`src/hdl/sidx_pkg.sv`:
```
// ----------------------------------------------------------------------------
// Segment index box parser package
// Shared types and constants for the parser controller and datapath.
// ----------------------------------------------------------------------------
package sidx_pkg;

   localparam logic [31:0] BOX_TYPE_SIDX = 32'h73696478;
   localparam logic [31:0] SIZE_MASK = 32'h7FFFFFFF;
   localparam logic [3:0] REF_BYTES = 4'd12;
   localparam int QUOT_W = 48;

   typedef enum logic [2:0] {
      ST_OK        = 3'd0,
      ST_TRUNCATED = 3'd1,
      ST_BAD_TYPE  = 3'd2,
      ST_ZERO_TS   = 3'd3,
      ST_NO_REFS   = 3'd4
   } status_type;

   typedef enum logic [2:0] {
      PH_IDLE,
      PH_ACTIVE,
      PH_DIVIDE,
      PH_OUTPUT,
      PH_DONE
   } phase_type;

   // Controller to datapath.
   typedef struct packed {
      logic       take_byte;
      logic       start_div;
      logic       div_step;
      logic       commit_entry;
      logic       load_out;
      logic       out_kind;
      status_type out_status;
   } cmd_type;

   // Datapath to controller.
   typedef struct packed {
      logic       emit;
      logic       emit_entry;
      status_type emit_status;
      logic       div_done;
      logic       out_full;
   } stat_type;

endpackage

```
`src/hdl/sidx_ctrl.sv`:
```
// ----------------------------------------------------------------------------
// Segment index parser controller
// Sequences byte intake, the divider and result delivery.
// ----------------------------------------------------------------------------
module sidx_ctrl (
   input  logic              clock,
   input  logic              reset,
   input  logic              req_valid,
   output logic              req_stall,
   input  sidx_pkg::stat_type stat,
   output sidx_pkg::cmd_type cmd
);
   import sidx_pkg::*;

   phase_type phase_ff, phase_in;

   always_ff @(posedge clock) begin
      if (reset) begin
         phase_ff <= PH_IDLE;
      end else begin
         phase_ff <= phase_in;
      end
   end

   always_comb begin
      phase_in = phase_ff;
      cmd = '0;
      cmd.out_status = ST_OK;
      req_stall = 1'b1;
      unique case (phase_ff)
         PH_IDLE: begin
            req_stall = 1'b0;
            if (req_valid) begin
               cmd.take_byte = 1'b1;
               if (stat.emit && stat.emit_entry) begin
                  cmd.start_div = 1'b1;
                  phase_in = PH_DIVIDE;
               end else if (stat.emit) begin
                  phase_in = PH_OUTPUT;
               end
            end
         end
         PH_DIVIDE: begin
            cmd.div_step = 1'b1;
            if (stat.div_done) begin
               phase_in = PH_OUTPUT;
            end
         end
         PH_OUTPUT: begin
            if (!stat.out_full) begin
               cmd.load_out = 1'b1;
               cmd.out_kind = !stat.emit_entry;
               cmd.out_status = stat.emit_status;
               cmd.commit_entry = stat.emit_entry;
               phase_in = PH_IDLE;
            end
         end
         default: begin
            phase_in = PH_IDLE;
         end
      endcase
   end

   assert property (@(posedge clock) disable iff (reset)
      cmd.load_out |-> !stat.out_full)
      else $error("result loaded over a waiting result");
   assert property (@(posedge clock) disable iff (reset)
      cmd.start_div |=> phase_ff == PH_DIVIDE)
      else $error("divider start without divide phase");
   assert property (@(posedge clock) disable iff (reset)
      phase_ff != PH_IDLE |-> req_stall)
      else $error("byte taken while busy");

endmodule

```
`config.mk`:
```
export PLATFORM = sky130hd
export DESIGN_NAME = sidx_ctrl
export DESIGN_NICKNAME = d
export VERILOG_FILES = /design/src/hdl/sidx_pkg.sv /design/src/hdl/sidx_ctrl.sv
export SDC_FILE = /design/constraint.sdc
export NUM_CORES = 1
export LEC_CHECK = 0
export ABC_AREA = 1
export BUFFER_PORTS_ARGS = -buffer_cell sky130_fd_sc_hd__buf_2
export CORE_AREA = 3 3 40 42
export CTS_BUF_LIST = sky130_fd_sc_hd__clkbuf_4 sky130_fd_sc_hd__clkbuf_8 sky130_fd_sc_hd__clkbuf_16
export DETAILED_ROUTE_END_ITERATION = 12
export DIE_AREA = 0 0 43 45
export GPL_TIMING_DRIVEN = 0
export PLACE_DENSITY_LB_ADDON = 0.05
export SETUP_SLACK_MARGIN = 0.05
export SYNTH_ARGS = -nofsm -noshare
export SYNTH_HDL_FRONTEND = slang
export SYNTH_SLANG_ARGS = --single-unit
```
`constraint.sdc`:
```
create_clock -name clock -period 0.93 [get_ports clock]
set_input_delay 0.093 -clock clock [delete_from_list [all_inputs] [get_ports clock]]
set_output_delay 0.093 -clock clock [all_outputs]
set_load 0.02 [all_outputs]
```
After elaboration in Yosys (flattened, before gate mapping). Cells that the tools add are included.

Eq/ne operators: 6. Multiplexer cells: 13. Reduce and logical (&&, ||, !) cells: 4.

Operators with widths (number): two-way mux 3 bit (5); two-way mux 6 bit (2); case mux 3 bit (3 select lines) (1); equality test 3 x 2 -> 1 bit, second input constant (2); != test 2 bit, second input constant (3); two-way mux 2 bit (2); AND reduction 4 bit (1); zero test 3 bit (1); two-way mux 1 bit (3); != test 3 bit, second input constant (1); logical AND 1 bit (1); zero test 1 bit (1).

Bits of input ports: 10. Register bits: 3. Output and inout bits: 10. Logic and storage cells: 24.

Logic depth before layout (Yosys ltp).
Depth after elaboration: 4. Mapped depth: 7. Mapped depth without buffers: 7.

Worst setup path after synthesis. Ideal clock, no wire load.

Path kind: reg2out. Start: register phase_ff[0]. End: output port cmd[7] (netlist name). Path slack: -286 ps. Data required time: 837 ps. Path buffers: 0. Stages on the path, launching flop included: 5. Arrival: 1123 ps. Cell sequence: dfxtp_1 > nor2_2 > inv_2 > nor2_2 > and3_1.

RTL lines: start, declared (RTL line sidx_ctrl.sv:15) `phase_type phase_ff, phase_in;`; start signal, assigned (RTL line sidx_ctrl.sv:21) `phase_ff <= phase_in;`; end, declared (RTL line sidx_ctrl.sv:11) `output sidx_pkg::cmd_type cmd`.

==> impl_results.md <==
- Status: finished, violations left
- Failing checks: negative setup slack
- Cts hold-fix bufs: 0
- PD cells: 2200 nW/um2
- Total gr overflow: 0
- Dpl cell area: 354 um2
- Remaining antenna violation count: 0
- Max cap viols: 0
- Mean Syn Cell Area: 5.51 um2
- EDFF count, synth: 0
- Non-filler cells, final: 76
- VDD IR max: 810 uV
- Yosys warns: 0
- Int Pwr: 601 uW
- Worst R2R End: phase_ff[0]
- Reg with most FFs: phase_ff
- Reg2reg setup slack: -80 ps
- Final Net Count: 72
- FMAX: 822 MHz
- Fin crit period: 1220 ps
- Distinct cells, synth: 13
- Clock Latency Late Sink: 230 ps
- Crit path kind: flop to primary output
- Pre-CTS WS: -112 ps
- Final wirelength: 648 um
- Utilization after layout: 36.3%
- CTS HTree Levels: 1
- Period utilization: 131%
- CP Data Arrival Time: 1120 ps
- Inst Count DP: 69
- Drt wl/cell: 8.53 um
- Syn Nets: 45
- Max-slew violations: 0
- Hold Crit Endpoint: phase_ff[1]
- RR Startpoint: phase_ff[0]
- Max FFs per register: 2
- Die height: 45 um
- Clock power frac: 23.6%
- Cell area after synthesis: 193 um2
- Synthesized flop and latch total: 2
- First-pass GRT wire length: 1.02 mm
- Worst setup margin: -287 ps
- Hold WC Path Type: input port to flop
- Slew @ Worst Pin: 125 ps
- Required time of the worst setup path: 840 ps
- Hold Violations, Final: 0
- Finish-stage setup viols: 12
- CTS buffer count: 3
- Post-synth top cells: 9 x inv_1, 6 x nand2_1, 5 x nor2_1
- Die area: 1940 um2
- DRT Pass-1 Iters: 1
- Worst min-delay path startpoint: reset
- Slew HR: 91.6%
- Yosys top cell area share: 20.8%
- Register Area: 47.5 um2
- Ports: 20
- I/O Buffers: 19
- Register area share after synthesis: 20.8%
- Leakage: 0.000247 uW
- Switching Power: 427 uW
- Top_reg_cell synth: dfxtp_1
- GRT Total Usage: 7.23%
- Hold Worst Slack: 43.0 ps
- Placer congestion estimate: 0.604
- CTS tree: built
- CTS sink count: 2
- Multi-input logic area: 158 um2
- Fin Clk Skew: 4.38 ps
- Row cnt: 13
- Post-route DRC: 0
- N_diodes: 0
- CORE AREA: 1280 um2
- Top-count cell post-synth: inv_1
- RSZ-0062 raised after global routing: true
- Top flop regs: phase_ff (2)
- Filler cells: 136
- Via/cell ratio: 3.92
- Share of post-route cells with drive strength above 1: 70.5%
- Final HPWL DP: 499 um
- Via count: 298
- Reg power frac: 18.1%
- Comb pwr share: 58.3%
- Worst Reg-to-Reg Cells: 7
- Syn-to-layout area delta: 142%
- Post-synth top area cell: dfxtp_1
- Switching part of the total: 41.5%
- Largest net degree at the start of global routing: 6
- Vias in the first global route: 255
- Dominant cells by area after synthesis: dfxtp_1 21%, inv_1 18%, nand2_1 12%, nor2_1 9.7%, nor2_2 9.7%
- Worst-path clk slew: 30 ps
- CP max FO: 5
- Chip width: 43 um
- Max clock buf depth: 2
- Starting DRT DRC Count: 0
- Root Buffer Master: clkbuf_4
- Initial Utilization: 15.0%
- Cells after synthesis: 35
- Initial antenna violation count: 0
- Design Area, Final: 467 um2
- Type of origin of the critical path: flop
- Hold Path Depth: 2
- Share of flip-flops with an asynchronous set or reset: 0%
- CP Capture Type: primary output
## layout by cell type (no fill, tap or decap), types with 2 or more instances in the layout
cell type	synthesis	routed
clkbuf_4	0	4
inv_1	9	9
nand2_1	6	6
buf_6	0	7
buf_2	0	10
inv_4	0	2
dfxtp_4	0	2
nor2_2	3	4
buf_4	0	5
nor2_4	1	5
## worst max-delay path by stage
stage	start	endpoint	slack, ps	cells past startpoint
after detailed placement	phase_ff[1]	cmd[7]	-110	5
after floorplan	phase_ff[1]	cmd[7]	-110	4
after CTS	phase_ff[0]	cmd[7]	-300	5
after global routing	phase_ff[1]	cmd[1]	-360	5
final	phase_ff[1]	cmd[1]	-290	5
after global placement	phase_ff[1]	cmd[7]	-120	5
## metrics by stage
step	power, uW	setup TNS, ps
after CTS	1030	-2450
after global routing	1100	-3180
after floorplan	517	-645
after detailed placement	640	-564
final	1030	-2480
after global placement	646	-556
## critical path: stages (launching register included)
cell and delay, ps:
dfxtp_4 370, nand2_1 90, nor2_4 140, inv_4 70, nor2_2 100, buf_6 120
## cell families (layout without fill, tap and decap cells)
group           after synthesis  in the layout  share of synthesized area, %
simple gates                 20             20                          52.0
buf+inv                      11             37                          21.4
compound gates                2              2                          5.84
flops                         2              2                          20.8
## layer usage
| metal | share of wire, % | routed length (um) | track usage (%) |
|---|---|---|---|
| met1 | 41 | 268 | 7.89 |
| met2 | 49 | 316 | 11.4 |
| met3 | 9.7 | 63 | 3.98 |
| met4 | 0 | 0 | 3.61 |
| met5 | 0 | 0 | 0 |
## cell type report
type                            instances  share of cell area, %
Timing Repair Buffer                   22                   35.7
Multi-Input combinational cell         22                   33.8
Sequential cell                         2                   10.2
Inverter                               11                   9.92
Clock buffer                            4                   6.43
Tap cell                               15                   4.02
## power groups by stage
stage | Clock, uW | Sequential (uW) | Combinational, uW
4_1_cts | 254 | 187 | 587
3_5_place_dp | 0 | 193 | 447
3_3_place_gp | 0 | 193 | 453
5_1_grt | 264 | 190 | 649
6_report | 243 | 186 | 599
2_1_floorplan | 0 | 178 | 339
## timing repair
| action | in CTS | in global routing |
|---|---|---|
| pin swaps | 5 | 3 |
| setup endpoints to repair | 12 | 12 |
| gates resized for setup | 16 | 3 |
| setup buffers | 2 | 1 |
Note: power is estimated with default switching activity, not from simulation.
