===== src/hdl/sidx_pkg.sv =====
// ----------------------------------------------------------------------------
// Segment index box parser package
// Shared types and constants for the parser controller and datapath.
// ----------------------------------------------------------------------------
package sidx_pkg;

   localparam logic [31:0] BOX_TYPE_SIDX = 32'h73696478;
   localparam logic [31:0] SIZE_MASK = 32'h7FFFFFFF;
   localparam logic [3:0] REF_BYTES = 4'd12;
   localparam int QUOT_W = 48;

   typedef enum logic [2:0] {
      ST_OK        = 3'd0,
      ST_TRUNCATED = 3'd1,
      ST_BAD_TYPE  = 3'd2,
      ST_ZERO_TS   = 3'd3,
      ST_NO_REFS   = 3'd4
   } status_type;

   typedef enum logic [2:0] {
      PH_IDLE,
      PH_ACTIVE,
      PH_DIVIDE,
      PH_OUTPUT,
      PH_DONE
   } phase_type;

   // Controller to datapath.
   typedef struct packed {
      logic       take_byte;
      logic       start_div;
      logic       div_step;
      logic       commit_entry;
      logic       load_out;
      logic       out_kind;
      status_type out_status;
   } cmd_type;

   // Datapath to controller.
   typedef struct packed {
      logic       emit;
      logic       emit_entry;
      status_type emit_status;
      logic       div_done;
      logic       out_full;
   } stat_type;

endpackage


===== src/hdl/sidx_datapath.sv =====
// ----------------------------------------------------------------------------
// Segment index parser datapath
// Field parsing, a radix-2 divider and the result register.
// ----------------------------------------------------------------------------
module sidx_datapath #(
   parameter int FRAC_BITS = 16
) (
   input  logic                   clock,
   input  logic                   reset,
   input  sidx_pkg::cmd_type      cmd,
   output sidx_pkg::stat_type     stat,
   input  logic [7:0]             req_data_byte,
   input  logic                   req_first_byte,
   input  logic [31:0]            req_box_length,
   input  logic signed [63:0]     req_sidx_end_offset,
   input  logic                   rsp_stall,
   output logic                   rsp_valid,
   output logic                   rsp_result_kind,
   output logic signed [63:0]     rsp_segment_offset,
   output logic [30:0]            rsp_segment_size,
   output logic [47:0]            rsp_segment_duration,
   output logic [63:0]            rsp_total_duration,
   output logic [31:0]            rsp_time_scale,
   output logic [2:0]             rsp_parse_status,
   output logic                   rsp_index_valid,
   output logic                   rsp_last_result
);
   import sidx_pkg::*;

   localparam int DIV_W = 32 + FRAC_BITS;
   localparam int CNT_W = $clog2(DIV_W + 1);

   logic        active_ff;
   logic [31:0] pos_ff;
   logic [63:0] shift_ff;
   logic        ver1_ff, large_ff;
   logic [31:0] ts_ff;
   logic [15:0] refs_ff;
   logic [63:0] run_ff, sum_ff, end_ff;
   logic [31:0] len_ff;
   logic [30:0] esize_ff;
   logic        any_ff;
   logic [3:0]  rmod_ff;
   logic        emit_entry_ff;
   status_type  emit_status_ff;

   logic [DIV_W-1:0] dq_ff;
   logic [32:0]      drem_ff;
   logic [CNT_W-1:0] dcnt_ff;
   logic [47:0]      quot;

   logic        out_full_ff;

   // Per-byte decode.
   logic        act;
   logic [31:0] p;
   logic [63:0] sh;
   logic [31:0] lo;
   logic [31:0] blen;
   logic [5:0]  hdr, tsend, elen, pstart;
   logic        emit, emit_entry;
   status_type  est;
   logic [34:0] need;

   always_comb begin
      act = active_ff;
      p = pos_ff;
      blen = len_ff;
      if (req_first_byte) begin
         act = 1'b1;
         p = '0;
         blen = req_box_length;
      end
      sh = req_first_byte ? {56'd0, req_data_byte} : {shift_ff[55:0], req_data_byte};
      lo = sh[31:0];
      hdr = (large_ff && !req_first_byte) ? 6'd16 : 6'd8;
      tsend = hdr + 6'd12;
      elen = (ver1_ff && !req_first_byte) ? 6'd8 : 6'd4;
      pstart = tsend + {elen[4:0], 1'b0} + 6'd4;
      need = 35'(pstart) + 35'(lo[15:0]) * 35'd12;
      emit = 1'b0;
      emit_entry = 1'b0;
      est = ST_OK;
      if (req_first_byte && req_box_length < 32'd12) begin
         emit = 1'b1;
         est = ST_TRUNCATED;
      end else if (act) begin
         if (p == 32'd7) begin
            if (lo != BOX_TYPE_SIDX) begin
               emit = 1'b1;
               est = ST_BAD_TYPE;
            end else if (32'(large_ff ? 6'd28 : 6'd20) > blen) begin
               emit = 1'b1;
               est = ST_TRUNCATED;
            end
         end else if (p >= 32'd8 && p != 32'(hdr) && p == 32'(tsend) - 32'd1) begin
            if (lo == '0) begin
               emit = 1'b1;
               est = ST_ZERO_TS;
            end else if (32'(pstart) > blen) begin
               emit = 1'b1;
               est = ST_TRUNCATED;
            end
         end else if (p >= 32'd8 && p == 32'(pstart) - 32'd1) begin
            if (need > 35'(blen)) begin
               emit = 1'b1;
               est = ST_TRUNCATED;
            end else if (lo[15:0] == '0) begin
               emit = 1'b1;
               est = ST_NO_REFS;
            end
         end else if (p >= 32'(pstart)) begin
            if (rmod_ff == 4'd7) begin
               emit = 1'b1;
               emit_entry = 1'b1;
            end else if (rmod_ff == 4'd11 && refs_ff == 16'd1) begin
               emit = 1'b1;
               est = ST_OK;
            end
         end
      end
   end

   always_ff @(posedge clock) begin
      if (reset) begin
         active_ff <= 1'b0;
         pos_ff <= '0;
         shift_ff <= '0;
         ver1_ff <= 1'b0;
         large_ff <= 1'b0;
         ts_ff <= '0;
         refs_ff <= '0;
         run_ff <= '0;
         sum_ff <= '0;
         len_ff <= '0;
         end_ff <= '0;
         esize_ff <= '0;
         any_ff <= 1'b0;
         rmod_ff <= '0;
         out_full_ff <= 1'b0;
         dcnt_ff <= '0;
      end else begin
         if (cmd.take_byte) begin
            emit_entry_ff <= emit_entry;
            emit_status_ff <= est;
            if (req_first_byte) begin
               ver1_ff <= 1'b0;
               large_ff <= 1'b0;
               ts_ff <= '0;
               refs_ff <= '0;
               run_ff <= '0;
               sum_ff <= '0;
               esize_ff <= '0;
               any_ff <= 1'b0;
               rmod_ff <= '0;
               len_ff <= req_box_length;
               end_ff <= req_sidx_end_offset;
            end
            if (act) begin
               shift_ff <= sh;
               pos_ff <= p + 32'd1;
               if (emit && !emit_entry) begin
                  active_ff <= 1'b0;
               end else begin
                  active_ff <= 1'b1;
               end
               if (p == 32'd3) begin
                  large_ff <= (lo == 32'd1);
               end else if (p >= 32'd8) begin
                  if (p == 32'(hdr)) begin
                     ver1_ff <= (req_data_byte != 8'd0);
                  end else if (p == 32'(tsend) - 32'd1) begin
                     ts_ff <= lo;
                  end else if (p == 32'(tsend) + 32'({elen[4:0], 1'b0}) - 32'd1) begin
                     run_ff <= end_ff + (ver1_ff ? sh : {32'd0, lo});
                  end else if (p == 32'(pstart) - 32'd1) begin
                     refs_ff <= lo[15:0];
                     rmod_ff <= '0;
                  end else if (p >= 32'(pstart)) begin
                     rmod_ff <= (rmod_ff == REF_BYTES - 4'd1) ? 4'd0 : rmod_ff + 4'd1;
                     if (rmod_ff == 4'd3) begin
                        esize_ff <= lo[30:0];
                     end else if (rmod_ff == 4'd11) begin
                        refs_ff <= refs_ff - 16'd1;
                     end
                  end
               end
            end
         end
         if (cmd.start_div) begin
            dq_ff <= DIV_W'(lo) << FRAC_BITS;
            drem_ff <= '0;
            dcnt_ff <= CNT_W'(DIV_W);
         end else if (cmd.div_step && dcnt_ff != '0) begin
            if ({drem_ff[31:0], dq_ff[DIV_W-1]} >= {1'b0, ts_ff}) begin
               drem_ff <= {drem_ff[31:0], dq_ff[DIV_W-1]} - {1'b0, ts_ff};
               dq_ff <= {dq_ff[DIV_W-2:0], 1'b1};
            end else begin
               drem_ff <= {drem_ff[31:0], dq_ff[DIV_W-1]};
               dq_ff <= {dq_ff[DIV_W-2:0], 1'b0};
            end
            dcnt_ff <= dcnt_ff - CNT_W'(1);
         end
         if (cmd.commit_entry) begin
            run_ff <= run_ff + {33'd0, esize_ff};
            sum_ff <= sum_ff + {16'd0, quot};
            any_ff <= 1'b1;
         end
         if (cmd.load_out) begin
            out_full_ff <= 1'b1;
         end else if (rsp_valid && !rsp_stall) begin
            out_full_ff <= 1'b0;
         end
      end
   end

   always_comb begin
      if (DIV_W > QUOT_W && (dq_ff >> QUOT_W) != '0) begin
         quot = '1;
      end else begin
         quot = QUOT_W'(dq_ff);
      end
   end

   always_ff @(posedge clock) begin
      if (cmd.load_out) begin
         rsp_result_kind <= cmd.out_kind;
         rsp_last_result <= cmd.out_kind;
         if (cmd.out_kind) begin
            rsp_segment_offset <= '0;
            rsp_segment_size <= '0;
            rsp_segment_duration <= '0;
            rsp_total_duration <= sum_ff;
            rsp_time_scale <= ts_ff;
            rsp_parse_status <= cmd.out_status;
            rsp_index_valid <= any_ff;
         end else begin
            rsp_segment_offset <= run_ff;
            rsp_segment_size <= esize_ff;
            rsp_segment_duration <= quot;
            rsp_total_duration <= '0;
            rsp_time_scale <= '0;
            rsp_parse_status <= '0;
            rsp_index_valid <= 1'b0;
         end
      end
   end

   assign rsp_valid = out_full_ff;

   always_comb begin
      stat.emit = emit;
      stat.emit_entry = cmd.take_byte ? emit_entry : emit_entry_ff;
      stat.emit_status = emit_status_ff;
      stat.div_done = (dcnt_ff == '0);
      stat.out_full = out_full_ff && rsp_stall;
   end

   assert property (@(posedge clock) disable iff (reset)
      cmd.commit_entry |-> ts_ff != '0)
      else $error("entry committed with zero timescale");
   assert property (@(posedge clock) disable iff (reset)
      cmd.load_out |=> rsp_valid)
      else $error("loaded result not presented");
   assert property (@(posedge clock) disable iff (reset)
      rsp_valid && rsp_result_kind |-> rsp_last_result)
      else $error("summary without last flag");

endmodule


===== config.mk =====
export PLATFORM = sky130hd
export DESIGN_NAME = sidx_datapath
export DESIGN_NICKNAME = d
export VERILOG_FILES = /design/src/hdl/sidx_pkg.sv /design/src/hdl/sidx_datapath.sv
export SDC_FILE = /design/constraint.sdc
export NUM_CORES = 2
export LEC_CHECK = 0
export BUFFER_PORTS_ARGS = -buffer_cell sky130_fd_sc_hd__buf_4
export CAP_MARGIN = 10
export CELL_PAD_IN_SITES_DETAIL_PLACEMENT = 0
export CELL_PAD_IN_SITES_GLOBAL_PLACEMENT = 1
export CORE_MARGIN = 8
export CORE_UTILIZATION = 42
export CTS_CLUSTER_SIZE = 24
export DETAILED_ROUTE_END_ITERATION = 10
export PLACE_DENSITY_LB_ADDON = 0.12
export REMOVE_ABC_BUFFERS = 1
export SLEW_MARGIN = 20
export SYNTH_ARGS = -nofsm -noshare
export SYNTH_HDL_FRONTEND = slang
export SYNTH_SLANG_ARGS = --single-unit

===== constraint.sdc =====
create_clock -name clock -period 8.4 [get_ports clock]
set_input_delay 1.68 -clock clock [delete_from_list [all_inputs] [get_ports clock]]
set_output_delay 1.68 -clock clock [all_outputs]
set_load 0.01 [all_outputs]

; Word-level counts from Yosys, hierarchy flattened
; Cells that the tools add are included.
; W data, S select, Z words.
[op_classes]
add_sub_neg = 16
mul = 1
n_lt_le_gt_ge = 7
n_eq_ne = 13
n_mux = 110
n_bitwise = 2
n_reduce_logical = 30
[op_table]
columns = cell, n
row1 = $mux W64, 14
row2 = $mux W32, 10
row3 = $mux W31, 10
row4 = $mux W16, 11
row5 = $eq A32 B32 Y1, 3
row6 = $mux W48, 2
row7 = $add A64 B31 Y64, 1
row8 = $add A64 B48 Y64, 1
row9 = $add A64 B64 Y64, 1
row10 = $mux W4, 12
row11 = $mux W1, 41
row12 = $ge A33 B32 Y1, 1
row13 = $add A32 B1 Y32 const B, 1
row14 = $eq A32 B1 Y1 const B, 1
row15 = $eq A32 B2 Y1 const B, 1
row16 = $eq A32 B3 Y1 const B, 1
row17 = $eq A32 B5 Y1, 1
row18 = $ge A32 B4 Y1 const B, 1
row19 = $ge A32 B6 Y1, 1
row20 = $gt A21 B32 Y1, 1
row21 = $gt A5 B32 Y1, 1
row22 = $gt A6 B32 Y1, 1
row23 = $logic_not A32 Y1, 1
row24 = $lt A32 B4 Y1 const B, 1
row25 = 32 further kinds, 60
[totals]
reg_bits = 734
input_bits = 117
out_inout_bits = 253
word_cells = 210

; Longest topological paths before layout
[depth]
word_depth = 17
depth_mapped = 30
depth_no_buf = 24

; Least setup slack after synthesis
; OpenSTA, ideal clock, no wires.
[synth_timing]
path_type = input to output
startpoint = input req_first_byte
endpoint = output stat[6] in the netlist's numbering
arrival_ns = 6.910
t_required_ns = 6.720
setup_slack_ns = -0.190
cell_stages = 30
n_path_buf = 8
cell_sequence = buf_2 -> buf_2 -> buf_2 -> buf_4 -> buf_4 -> clkbuf_1 -> clkbuf_1 -> nor2b_1 -> inv_1 -> ha_1 -> nor2b_1 -> nand2_1 -> a221o_1 -> o21ai_1 -> xnor2_1 -> and4_1 -> and2_1 -> and3b_1 -> xor2_1 -> ha_1 -> nor2b_1 -> o21ai_0 -> nand2b_1 -> a21oi_1 -> inv_1 -> o41ai_1 -> nand4_1 -> nor2b_1 -> or2_2 -> buf_4
[synth_via]
elab_cells_between_ends = 44
cone_classes = add/sub (6) / mul (1) / order compare (5) / eq/ne (5) / mux (18) / reduce/logical (9)
[synth_lines]
columns = element, line_no
row1 = from (decl), sidx_datapath.sv:13  ; input logic req_first_byte,
row2 = $mux W64 *, sidx_datapath.sv:74  ; sh = req_first_byte ? {56'd0, req_data_byte} : {shift_ff[55:0], req_data_byte};
row3 = net sh[11], sidx_datapath.sv:57  ; logic [63:0] sh;
row4 = $mul A16 B2 Y18, sidx_datapath.sv:80  ; need = 35'(pstart) + 35'(lo[15:0]) * 35'd12;
row5 = $add A6 B20 Y21, sidx_datapath.sv:80
row6 = $gt A21 B32 Y1, sidx_datapath.sv:105  ; if (need > 35'(blen)) begin
row7 = $mux W1, sidx_datapath.sv:105
row8 = $mux W1, sidx_datapath.sv:104  ; end else if (p >= 32'd8 && p == 32'(pstart) - 32'd1) begin
row9 = $mux W1, sidx_datapath.sv:96  ; end else if (p >= 32'd8 && p != 32'(hdr) && p == 32'(tsend) - 32'd1) begin
row10 = $mux W1 *, sidx_datapath.sv:88  ; if (p == 32'd7) begin
row11 = $mux W1 *, sidx_datapath.sv:87  ; end else if (act) begin
row12 = $mux W1 *, sidx_datapath.sv:84  ; if (req_first_byte && req_box_length < 32'd12) begin
row13 = to (decl), sidx_datapath.sv:11  ; output sidx_pkg::stat_type stat,
; Mark *: on every way through the listed nets, which the timed path passes. The rest lies on a longest branch.

==> implementation parameters <==
Parameter                              Value

Finish
  Post-layout utilization of the core    0.4945
  Most common cell after layout, fill and taps aside    nand2_1
  Fraction of final layout cells with drive strength greater than 1    0.1380
  Final standard cell count with taps included and fillers excluded    6376
  Post-layout instance area    49450 um2
  Fill cells    9647
  Top library cells by usage in the layout, fill and taps aside    nand2_1, buf_4, dfxtp_1, a21oi_1, nor2_1
  Syn-to-layout area delta    16.75%
  Area occupied by multi-input gates    23010 um2
  Storage element area    17980 um2
  Layout Nets    5358

Setup path
  Reg-to-reg setup timing slack    3040 ps
  R2R cell count    24
  Capturing point of the worst reg2reg path    active_ff$_SDFFE_PP0P_
  Sort of element at the start of the critical path    input port
  Source of the worst register-to-register timing path    shift_ff[1]$_SDFFE_PP0P_
  Worst path arrival time    6500 ps
  Path type of the worst setup path    input port to output pin
  Req. time, crit path    6720 ps
  Maximum fanout along the worst path    6
  Category of the worst setup path capture point    output pin

Logic synthesis
  Cell area after synthesis    42360 um2
  Top cell type by total area after synthesis    edfxtp_1
  Predominant post-synthesis flop cell    dfxtp_1
  Library cells used by synthesis    103
  Area share of the leading cell type in the synthesized netlist    0.2325
  Most area-consuming cells after synthesis    edfxtp_1, dfxtp_1, ha_1, nand2_1, a21oi_1
  Flip-flop and latch count after synthesis    734
  Portion of the post-synthesis area used by sequential elements    0.4244
  Cells after Synth    4704
  Proportion of synthesized flip-flops having asynchronous set or reset    0
  Total number of yosys warnings    0
  Post-synth EDFFs    328
  Average size of a mapped cell    9.004 um2

Detailed routing
  Overall via count from detail_route    36430
  Initial DRT Pass Iterations    5
  DRC errors left    0
  Routed length per instance    23.43 um
  Initial detailed-routing violation count    3093
  Antenna-violating nets left    0
  Post-Route WL    149.4 mm
  Mean number of vias per cell    5.713

Floorplan
  Top Ports    370
  Cell Rows    116
  Placeable Area    100000 um2
  Width of the die    333.6 um
  Initial Utilization    0.4236
  Die height    333.6 um
  Overall die area    111300 um2

Timing
  Number of pins exceeding their max-slew limit in the final report    0
  Final worst path period need    8177 ps
  Ratio of final minimum period to clock period    0.9734
  Fin Hold WS    451.4 ps
  Max Clock Freq    0.1223 GHz
  Max Clock Skew    35.25 ps
  Worst-margin pin slew    1156 ps
  Setup-violating endpoint count in the final report    0
  Final Hold Violating Endpoints    0
  Remaining max-slew budget at the tightest pin    0.2277

Global routing
  Global-route track usage on met2    0.4138
  Met3 Resource Use GR    0.03537
  Initial antenna violation count    6
  Vias in the first global route    34490
  GRT Max-Usage Layer    met2
  Global routing met1 resource utilization    0.3608
  Global-route usage over all layers    0.2573
  Overflow left after global routing    0
  Global-route wire length before repair    222.7 mm
  Pin count of the biggest net entering global routing    154

Placement
  Cell area after placement    46490 um2
  Detailed Place HPWL    112.3 mm
  Buffers on Ports    369
  Routability cong.    0.9184
  DP Cell Count    6211

Clock tree
  Number of clock sinks    734
  Clock-pin slew of the registers on the worst-case setup and hold paths    60 ps
  Number of buffers created by CTS    84
  Insertion delay to the later sink of the worst-skew pair    670 ps
  Hold-fix buffers, CTS    0
  Cell at the root of the clock tree    clkbuf_16
  CTS tree    done
  Maximum buffer depth of the clock tree    3
  Total number of H-tree levels    3

Status
  Outcome    finished clean

Hold path
  Hold Crit Endpoint    len_ff[19]$_SDFFE_PP0P_
  Count of cells along the worst hold path    2
  Hold path startpoint    len_ff[19]$_SDFFE_PP0P_
  Classification of the worst-slack hold path    flip-flop to flip-flop

Power and ir drop
  Worst vdd ir    139.4 uV
  Post-layout power    9.222 mW
  Leakage dissipation    19.91 nW
  Total power divided by cell area    186.5 nW/um2

Flow run
  Maximum Capacitance Violations    0
## synthesized netlist by cell type, types with 10 or more instances
cell type  number
nand2_1       552
dfxtp_1       406
a21oi_1       402
nor2_1        397
edfxtp_1      328
ha_1          234
nor2b_1       208
clkbuf_1      192
o21ai_0       184
and2_1        148
xnor2_1       148
inv_1         140
a21o_1        124
xor2_1         93
nand3_1        86
a22oi_1        84
nor3_1         77
nand4_1        74
mux2i_1        66
and3_1         65
a211oi_1       64
a31oi_1        50
a221oi_1       41
nor4_1         38
mux2_2         35
buf_2          33
o21bai_1       33
o21a_1         32
nand2b_1       24
or3_1          23
or2_2          16
a22o_1         15
o211ai_1       15
o31ai_1        15
a2111oi_0      13
and4_1         12
a21boi_0       11
buf_1          11
o221ai_1       11
a221o_1        10
a32oi_1        10
nand3b_1       10
## per-layer routing
metal  part of all wire  up-vias  routed length, um
met1               0.46    17550              68520
li1                   -    17590                  -
met4              0.027        0               4064
met5                  0        -                  0
met3              0.058      179               8679
met2               0.46     1114              68120
## stage by stage
step | setup slack [ps] | setup TNS [ps]
final | 223.3 | 0
after global routing | -21.94 | -21.94
after CTS | 16.82 | 0
after detailed placement | -123.4 | -123.4
after global placement | -129.8 | -129.8
after floorplan | 765.6 | 0
## power breakdown
group | leakage [nW] | switching (mW) | internal [mW]
Combinational | 12.0 | 0.867 | 0.576
Clock | 1.34 | 1.57 | 2.14
Sequential | 6.57 | 0.144 | 3.93
## logic make-up after synthesis
logic type               share of synthesized area
buffers and inverters                      0.03731
AO/OA/AOI/OAI                               0.1847
multiplexers                               0.02490
XOR/XNOR                                   0.04983
AND/OR/NAND/NOR                             0.2064
flip-flops                                  0.4244
adder cells (fa/ha/maj)                    0.07243
## worst max-delay path by stage
stage	start	end	slack [ps]	depth (start not counted)
after floorplan	req_first_byte	stat[6]	770	22
after global placement	req_data_byte[1]	stat[6]	-130	26
after detailed placement	req_data_byte[1]	stat[6]	-120	26
after CTS	req_data_byte[1]	stat[6]	20	26
after global routing	req_data_byte[2]	stat[6]	-20	26
final	req_first_byte	stat[6]	220	26
## sequential cells by signal, summed over array words and instances (netlist names), 3 cells and up
name                  count
emit_status_ff            3
ts_ff                    32
rsp_parse_status          3
shift_ff                 56
rsp_segment_offset       64
rsp_segment_size         31
rsp_segment_duration     48
len_ff                   32
pos_ff                   32
drem_ff                  32
rsp_time_scale           32
rsp_total_duration       64
refs_ff                  16
dcnt_ff                   6
end_ff                   64
dq_ff                    48
esize_ff                 31
rmod_ff                   4
sum_ff                   64
run_ff                   64
## final cells by class
class | instances | area share
Timing Repair Buffer | 462 | 0.07115
Sequential cell | 734 | 0.3635
Inverter | 142 | 0.01078
Tap cell | 1298 | 0.03284
Multi-Input combinational cell | 3577 | 0.4654
Clock inverter | 33 | 0.007186
Antenna cell | 5 | 0.0002530
Clock buffer | 125 | 0.04888
## worst max-delay path, stage by stage
cell      delay (ps)
buf_4            150
buf_4            160
inv_1            100
nand2_1          180
inv_1            180
ha_4             330
nand2_1           60
a221o_1          280
o21ai_2          180
xnor2_1          200
and4_1           260
and2_1           160
and3b_2          220
xor2_2           150
ha_1             250
nor2b_1          140
o21ai_1          120
nand2b_1          90
a21oi_2          180
inv_1             90
o41ai_4          390
buf_4            160
nand4_1          110
nor2b_1          200
or2_2            320
buf_4            150
## timing repair
item,4_1_cts,5_1_grt
pin swaps,0,6
gates resized for setup,4,30
buffers inserted,0,2
setup endpoints to repair,1,1
(Power assumes the default switching activity.)
